`src/design/hamu_pkg.sv`:
```
// Shared types, constants and saturation helper for the associative memory.
`timescale 1ns / 1ps

package hamu_pkg;

   // matrix shape and field widths
   localparam int DIM           = 4;
   localparam int VEC_W         = 16;
   localparam int W_W           = 32;
   localparam int PROD_W        = W_W + VEC_W;
   localparam int SUM_W         = PROD_W + $clog2(DIM);
   localparam int FRAC_BITS_DEF = 8;

   // action codes
   localparam logic ACT_TRAIN  = 1'b0;
   localparam logic ACT_RECALL = 1'b1;

   typedef logic signed [VEC_W-1:0]  vec_type;
   typedef logic signed [W_W-1:0]    weight_type;
   typedef logic signed [PROD_W-1:0] prod_type;
   typedef logic signed [SUM_W-1:0]  sum_type;

   // per-cycle commands from the pipeline control to every row lane
   typedef struct packed {
      logic load;    // new beat captured into stage one
      logic train;   // stage one train item applies its deltas
      logic recall;  // stage one recall item forms its products
   } lane_ctrl_type;

   // clamp a wide signed value into the signed weight range
   function automatic weight_type sat_w(input sum_type v);
      sum_type hi;
      sum_type lo;
      hi = $signed({{(SUM_W - W_W + 1){1'b0}}, {(W_W - 1){1'b1}}});
      lo = $signed({{(SUM_W - W_W + 1){1'b1}}, {(W_W - 1){1'b0}}});
      if (v > hi) begin
         return hi[W_W-1:0];
      end else if (v < lo) begin
         return lo[W_W-1:0];
      end
      return v[W_W-1:0];
   endfunction

endpackage

```
`src/design/hamu_merge.sv`:
```
// Merging stage: sums each lane's products, saturates and holds the result beat.
`timescale 1ns / 1ps

module hamu_merge import hamu_pkg::*; (
   input  logic       clock,
   input  logic       reset,
   input  logic       s2_valid,
   input  prod_type   prod [DIM][DIM],
   input  logic       rsp_ready,
   output logic       out_free,
   output logic       rsp_valid,
   output weight_type recalled [DIM]
);

   logic       rsp_valid_ff;
   logic       rsp_valid_in;
   logic       load;
   weight_type recalled_ff [DIM];
   weight_type recalled_in [DIM];

   assign out_free = !rsp_valid_ff || rsp_ready;
   assign load     = s2_valid && out_free;

   // row sums over the lanes' shifted products
   always_comb begin
      sum_type acc;
      for (int i = 0; i < DIM; i++) begin
         acc = '0;
         for (int j = 0; j < DIM; j++) begin
            acc = acc + sum_type'(prod[i][j]);
         end
         recalled_in[i] = sat_w(acc);
      end
   end

   always_comb begin
      if (load) begin
         rsp_valid_in = 1'b1;
      end else if (rsp_ready) begin
         rsp_valid_in = 1'b0;
      end else begin
         rsp_valid_in = rsp_valid_ff;
      end
   end

   always_ff @(posedge clock) begin
      if (reset) begin
         rsp_valid_ff <= 1'b0;
      end else begin
         rsp_valid_ff <= rsp_valid_in;
      end
   end

   always_ff @(posedge clock) begin
      if (load) begin
         recalled_ff <= recalled_in;
      end
   end

   assign rsp_valid = rsp_valid_ff;
   assign recalled  = recalled_ff;

endmodule

```
`config.mk`:
```
export PLATFORM = sky130hd
export DESIGN_NAME = hamu_merge
export DESIGN_NICKNAME = d
export VERILOG_FILES = /design/src/design/hamu_pkg.sv /design/src/design/hamu_merge.sv
export SDC_FILE = /design/constraint.sdc
export NUM_CORES = 1
export LEC_CHECK = 0
export BUFFER_PORTS_ARGS = -buffer_cell sky130_fd_sc_hd__buf_2
export CAP_MARGIN = 5
export CORE_AREA = 2 2 346 348
export CTS_CLUSTER_DIAMETER = 40
export CTS_CLUSTER_SIZE = 16
export DETAILED_ROUTE_END_ITERATION = 7
export DIE_AREA = 0 0 348 350
export PLACE_DENSITY = 0.48
export SLEW_MARGIN = 10
export SYNTH_ARGS = -nofsm -noshare
export SYNTH_HDL_FRONTEND = slang
export SYNTH_SLANG_ARGS = --single-unit
```
`constraint.sdc`:
```
create_clock -name clock -period 5.85 [get_ports clock]
set_input_delay 0.585 -clock clock [delete_from_list [all_inputs] [get_ports clock]]
set_output_delay 0.585 -clock clock [all_outputs]
set_load 0.05 [all_outputs]
```
After elaboration in Yosys (flattened, before gate mapping):

Index checks and enable logic that the tools add are counted.

* register bits: 129
* logic and storage cells: 51

* muxes and demuxes: 22
* magnitude comparators: 8
* add/subtract/negate cells: 12
* reductions and logical operators: 4

Operators with widths (count)
* 32-bit two-way mux: 12
* 49-bit by 48-bit adder with 50-bit output: 4
* 50-bit by 48-bit adder with 50-bit output: 4
* 50-bit by 32-bit > comparator with 1-bit output (second input constant): 4
* 50-bit by 32-bit less-than comparator with 1-bit output (second input constant): 4
* 48-bit by 48-bit adder with 49-bit output: 4
* 1-bit two-way mux: 10
* 2-bit nonzero test: 1
* 1-bit logical AND: 1
* 1-bit zero test: 1
* 1-bit logical OR: 1

Longest topological paths before layout:

Gate-level depths: netlist of the first run.

* depth after elaboration: 7
* depth in mapped cells: 19
* gate-level depth less buffers: 18

Worst setup path before layout of the first run:

OpenSTA, ideal clock, no wires.

* path kind: input to register
* from: in prod[385] in the netlist's numbering
* to: reg recalled_ff, in the netlist recalled[68] (data pin)
* required time: 5580 ps
* library setup time: 270 ps
* setup slack: 736 ps
* stages on the path: 18
* data arrival time: 4844 ps
* path through: inv_1 -> fa_1 -> fa_1 -> inv_1 -> ha_1 -> fa_1 -> a21o_1 -> a31o_2 -> nand3_1 -> o211ai_1 -> o31ai_1 -> o31ai_1 -> a311o_1 -> a41o_1 -> or2_1 -> a41oi_1 -> clkbuf_1 -> o21ai_0

RTL lines
* start, declared: line hamu_merge.sv:8 `input prod_type prod [DIM][DIM],`
* end signal, assigned: line hamu_merge.sv:56 `recalled_ff <= recalled_in;`
* end, declared: line hamu_merge.sv:18 `weight_type recalled_ff [DIM];`

==> results of run 1 <==
[state kept, by name, indices dropped and copies added, names as in the netlist]
signal,count
recalled,128
rsp_valid,1
[area by class of cell]
class / count / share of cell area (%)
multi-input combinational: 2212 / 56.9
clock buffer: 17 / 1.21
antenna: 4 / 0.0286
clock inverter: 15 / 0.500
timing repair buffer: 977 / 14.8
inverter: 939 / 10.1
sequential: 129 / 11.0
tap: 1536 / 5.49
[path summary, 6_finish.rpt]
kind / startpoint / to / slack [ns]
max reg2reg: rsp_valid / recalled[24] / 4.17
min: reset / rsp_valid / 0.24
max: prod[577] / recalled[116] / 0.31
min reg2reg: rsp_valid / rsp_valid / 0.52
[critical path: stages]
cell,delay [ns]
buf_2,0.08
inv_1,0.05
fa_1,0.75
fa_1,0.48
inv_1,0.07
ha_1,0.17
inv_1,0.05
fa_1,0.41
nand2b_1,0.18
a21oi_1,0.27
o21ai_1,0.22
a2111oi_4,0.51
or2_2,0.23
o311ai_1,0.13
or3_1,0.37
or4_1,0.43
a2111oi_2,0.33
a31oi_2,0.16
buf_12,0.21
o21ai_1,0.18
[routing by layer]
layer | global-route usage, % | wire length [um] | part of all wire, %
met3 | 2.81 | 5720 | 5.0
met5 | 0 | 41 | 0.036
met1 | 24.5 | 51200 | 45
met4 | 3.89 | 1970 | 1.7
met2 | 31.4 | 55300 | 48
[cells by family (layout without fill, tap and decap cells)]
group,count (synthesis),in the layout,share of synthesized area [%]
adder cells (fa/ha/maj),584,584,36.9
buffers and inverters,1053,1948,14.4
AO/OA/AOI/OAI,803,803,17.6
other,0,4,0
multiplexers,1,1,0.0406
flip-flops,129,129,13.9
AND/OR/NAND/NOR,642,642,11.4
XOR/XNOR,182,182,5.75
[per-stage QoR]
stage	TNS, ns	util, %
after floorplan	0	-
after global routing	0	29.7
after detailed placement	-1.16	29.2
after CTS	0	29.7
final	0	29.7
after global placement	0	29.2
[power groups by stage]
stage	sequential (uW)	combinational [uW]	clock, uW
final	2000	11700	1200
after global routing	2050	12900	1260
after CTS	2010	11800	1250
after detailed placement	2020	11700	0
after global placement	2030	11700	0
after floorplan	3580	6200	0
[placed cells by master (no fill, tap or decap), types with 7 or more instances in the layout]
cell       Yosys  routed
a21o_1        63      63
o41ai_1        8       7
o31ai_1       12       9
a21boi_0       9       9
a31o_2         8       8
a211oi_1      22      22
and3_1        15      15
and2_1        16      15
nor3_1        37      37
o211ai_1      24      24
nor2b_1       12      12
a31oi_1       21      20
nand3_1       46      46
nor2_1       126     126
clkbuf_16      0      17
o21a_1        24      24
a41oi_1        9       7
a21oi_1      240     240
nand2_1      208     208
nand2b_1      21      21
o21ai_1       31      31
and4_1        12      12
nor4_1        22      22
or3_1         15      15
edfxtp_1     128     128
xnor2_1      105     105
buf_12         0       7
buf_4          0      69
xor2_1        77      77
buf_2          7     901
inv_1        939     939
nand4_1       80      80
o21bai_1      25      25
o21ai_0      238     238
fa_1         388     388
ha_1         196     196
==> results.md, run 1 <==
* Outcome: completed
* Crit path capture type: flip-flop
* DRT antenna net count at 0
* Maxcap violations at 0
* DP HPWL at 102000 um
* Syn Nets at 4750
* Hold WS at 0.236 ns
* Worst-Margin Slew at 0.961 ns
* Top Ports at 902
* Yosys warns at 0
* Setup repair bufs after CTS at 0
* Combinational group share of total power at 78.6%
* Count of different cell masters after synthesis at 78
* Die W at 348 um
* Clock Tree Buf Depth at 2
* Port Buffer Count at 901
* Power Density at 426 nW/um2
* Fin cells at 5829
* Core Area at 118000 um2
* R2R cell count at 3
* CP Class: input port to flip-flop
* Routed WL at 114000 um
* Switch share at 57.2%
* Die area at 122000 um2
* Post-synth top area cell: fa_1
* Num CTS Buffers at 17
* Synth Flop Type: edfxtp_1
* Drt wl/cell at 19.6 um
* Post-Syn Instances at 3394
* Final period util at 94.8%
* Top post-synthesis cells by count: 939 x inv_1, 388 x fa_1, 240 x a21oi_1
* Maximum vdd ir drop at 221 uV
* Net Switching at 8540 uW
* Sequential fraction of the synthesis area at 13.9%
* PostCTS Resize Cnt at 0
* P_leak at 0.0180 uW
* Endpoints failing setup at 0
* Power, Total at 14900 uW
* Clk_skew at 0.0147 ns
* Cell with the most instances after synthesis: inv_1
* Placed inst area at 34400 um2
* Rel. slew slack at 35.9%
* EDFF count, synth at 128
* Mapped Area at 27700 um2
* Critical Path Source Type: input port
* Final min period at 5.54 ns
* Max Clk Rate at 180 MHz
* Register area at 3860 um2
* Layout cells sized above 1 at 24.5%
* Clock power frac at 8.0%
* Die span in y at 350 um
* DR pass1 iterations at 5
* Critical Path AT at 5.87 ns
* Vias per cell at 4.56
* FFs w/ async S/R, synth at 0%
* Vias at 26600
* Hold path depth at 2
* # fillers at 13000
* Cell Rows at 126
* Largest cells by area after synthesis: fa_1 28%, edfxtp_1 14%, inv_1 13%
* Clock latency at the later pin of the worst-skew pair at 0.49 ns
* Clock sinks at 129
* CTS H-Tree Depth at 4
* Post-route design area at 35000 um2
* # nets final at 5632
* Worst Slack Setup Final at 0.306 ns
* Synth top area share at 28.0%
* Placement Setup Slack at -0.0677 ns
* DRC Markers at 0
* Slew Limit Fails at 0
* Req. time, crit path at 6.18 ns
* Root Buffer: clkbuf_16
* Register bit count reported by yosys at 129
* Syn_area_per_cell at 8.17 um2
* Largest net degree at the start of global routing at 129
* Footprint of the multi-input gates at 19900 um2
* Area Overhead vs Synth at 26.4%
* DR iter-0 viols at 1579
* Gr ovfl total at 0
* Vias in the first global route at 27400
* Clock transition at path regs at 0.08 ns
* Gpl congestion at 0.931
* CTS tree: done
* Internal power at 6400 uW
* Critical path fanouts, max at 31
* First-pass GRT wire length at 168000 um
* Initial Util at 23.5%
* Post-CTS Hold Buffers at 0
* HP Class: input port to flip-flop
* GRT Util Overall at 18.4%
* Initial antenna violation count at 16
* Placed cell count at 5793
* Hold Fails Final Rpt at 0
* Seq pwr share at 13.4%
* RSZ-0062 raised after global routing: false
Power figures use the tool's default switching activity.
==> inputs of run 2 (changes only) <==
--- a/config.mk
+++ b/config.mk
@@ -5,14 +5,15 @@
 export SDC_FILE = /design/constraint.sdc
 export NUM_CORES = 1
 export LEC_CHECK = 0
+export ABC_AREA = 1
 export BUFFER_PORTS_ARGS = -buffer_cell sky130_fd_sc_hd__buf_2
 export CAP_MARGIN = 5
-export CORE_AREA = 2 2 346 348
+export CORE_AREA = 2 2 350 352
 export CTS_CLUSTER_DIAMETER = 40
 export CTS_CLUSTER_SIZE = 16
 export DETAILED_ROUTE_END_ITERATION = 7
-export DIE_AREA = 0 0 348 350
-export PLACE_DENSITY = 0.48
+export DIE_AREA = 0 0 352 354
+export PLACE_DENSITY = 0.52
 export SLEW_MARGIN = 10
 export SYNTH_ARGS = -nofsm -noshare
 export SYNTH_HDL_FRONTEND = slang
==> run 2 against run 1 <==
Cell area grew 14%. Wire length grew 16%. Cell count grew 34%. Sequential power is essentially flat. Synthesized cell count grew 56%. Clock power is essentially flat. Flip-flop and latch count is the same. Critical endpoint is now recalled[54]. Total power grew 9.7%. Worst hold slack gained 0.0094 ns. Combinational power grew 12%. Clock-buffer cell count grew 1. Largest cell class unchanged.
==> results.md, run 2 <==
* Post-CTS Hold Buffers at 0
* Largest net degree at the start of global routing at 129
* CTS tree: done
* Outcome: completed
* Clk_skew at 0.0105 ns
* Cell Rows at 128
* Placed cell count at 7798
* Top Ports at 902
* Die W at 352 um
* Port Buffer Count at 901
* Die area at 125000 um2
* First-pass GRT wire length at 200000 um
* Fin cells at 7832
* Drt wl/cell at 17.0 um
* Final min period at 4.75 ns
* Synth top area share at 23.5%
* Layout cells sized above 1 at 16.0%
* Core Area at 121000 um2
* Power Density at 409 nW/um2
* Hold Fails Final Rpt at 0
* Vias per cell at 4.30
* Top post-synthesis cells by count: 1837 x nand2_1, 1671 x inv_1, 388 x fa_1
* Maximum vdd ir drop at 249 uV
* # nets final at 7548
* Num CTS Buffers at 17
* RSZ-0062 raised after global routing: false
* Area Overhead vs Synth at 21.2%
* Setup repair bufs after CTS at 0
* Most common cell after layout, fill and taps aside: nand2_1
* DP HPWL at 121000 um
* Rel. slew slack at 41.5%
* Mapped Area at 33100 um2
* Cell with the most instances after synthesis: nand2_1
* Largest register FFs at 128
* FFs w/ async S/R, synth at 0%
* Crit path buffers/inverters at 6
* Syn Nets at 6642
* Yosys warns at 0
* Setup TNS Final at 0 ns
* GRT Util Overall at 21.1%
* Largest cells by area after synthesis: fa_1 23%, nand2_1 21%, inv_1 19%
* DRC Markers at 0
* Count of different cell masters after synthesis at 38
* # fillers at 13800
* Post-Syn Instances at 5286
* Maxcap violations at 0
* Initial antenna violation count at 14
* Critical Path AT at 4.96 ns
* DR pass1 iterations at 6
* Max Clk Rate at 210 MHz
* EDFF count, synth at 128
* Post-synth top area cell: fa_1
* Cell family with most CP delay: simple AND/OR/NAND/NOR gates
* Gr ovfl total at 0
* Clock sinks at 129
* Initial Util at 27.3%
* Vias at 33700
* Worst-Margin Slew at 0.878 ns
* Gpl congestion at 0.982
* Crit-path slowest cell: fa_1
* P_leak at 0.0246 uW
* Clock latency at the later pin of the worst-skew pair at 0.50 ns
* CP most frequent cell: nand2_1
* Commonest non-fill, non-tap cells in the layout: 1837 x nand2_1, 1671 x inv_1, 901 x buf_2, 388 x fa_1, 349 x nor2_1
* Routed WL at 133000 um
* HP Class: input port to flip-flop
* CP Class: input port to flip-flop
* Die span in y at 354 um
* DRT antenna net count at 0
* CTS H-Tree Depth at 4
* DR iter-0 viols at 2110
* Endpoints failing setup at 0
* Vias in the first global route at 34100
* Syn_area_per_cell at 6.25 um2
* Synth Flop Type: edfxtp_1
* CP max stage delay at 0.57 ns
* Critical path fanouts, max at 31
* R2R setup slack at 4.20 ns
* Sequential fraction of the synthesis area at 11.7%
* Crit path capture type: flip-flop
* Slew Limit Fails at 0
* Critical Path Source Type: input port
* PostCTS Resize Cnt at 0
* Clock transition at path regs at 0.07 ns
* Req. time, crit path at 6.06 ns
* Register bit count reported by yosys at 129
* Root Buffer: clkbuf_16
* Clock Tree Buf Depth at 2
* Final period util at 81.2%
run 2: through the flow:
step	total power [uW]	worst slack (ns)	utilization (%)	instance area, um2	hold WS (ns)
floorplan	11100	1.04	-	33100	0.654
detailed placement	15200	0.570	32.6	39500	0.536
finish	16400	1.10	33.1	40100	0.246
global placement	15200	0.580	32.6	39500	0.518
global route	17900	0.750	33.1	40100	0.195
CTS	16500	1.11	33.1	40100	0.187
run 2: report_power, final:
group / switching (uW) / internal, uW
Clock: 534 / 676
Combinational: 9340 / 3810
Sequential: 217 / 1820
Total: 10100 / 6300
run 2: path summary, 6_finish.rpt:
path,end,startpoint,depth (start not counted)
max,recalled[54],prod[193],26
min,rsp_valid,reset,2
max reg2reg,recalled[15],rsp_valid,2
min reg2reg,rsp_valid,rsp_valid,2
run 2: layer usage:
metal,vias to the layer above,routed length [um],GRT usage [%],share of wire (%)
li1,17000,-,-,-
met1,15400,57700,27.3,43
met2,1178,61500,35.6,46
met3,153,10200,4.76,7.7
met4,6,3270,5.42,2.5
met5,-,32,0,0.024
run 2: layout make-up:
class | instances | area [um2] | share of cell area [%]
Tap cell | 1625 | 2030 | 5.07
Inverter | 1677 | 6290 | 15.7
Clock buffer | 18 | 429 | 1.07
Clock inverter | 14 | 179 | 0.447
Multi-Input combinational cell | 3456 | 22700 | 56.6
Antenna cell | 2 | 5.00 | 0.0125
Sequential cell | 129 | 3860 | 9.64
Timing Repair Buffer | 911 | 4600 | 11.5
run 2: cells by family (layout without fill, tap and decap cells):
kind of cell,count (synthesis),count (layout),synth area share (%)
xor gates and xnor gates,120,120,3.20
AOI/OAI and AO/OA,233,233,3.89
DFF,129,129,11.7
buffers and inverters,1701,2620,19.8
and+or+nand+nor,2519,2519,30.5
other,0,2,0
adders and majority gates,584,584,30.9
run 2: worst reg2reg max path, stage by stage, from the launching register on:
cell	delay [ns]
dfxtp_1	0.34
a21oi_4	0.18
buf_12	0.57
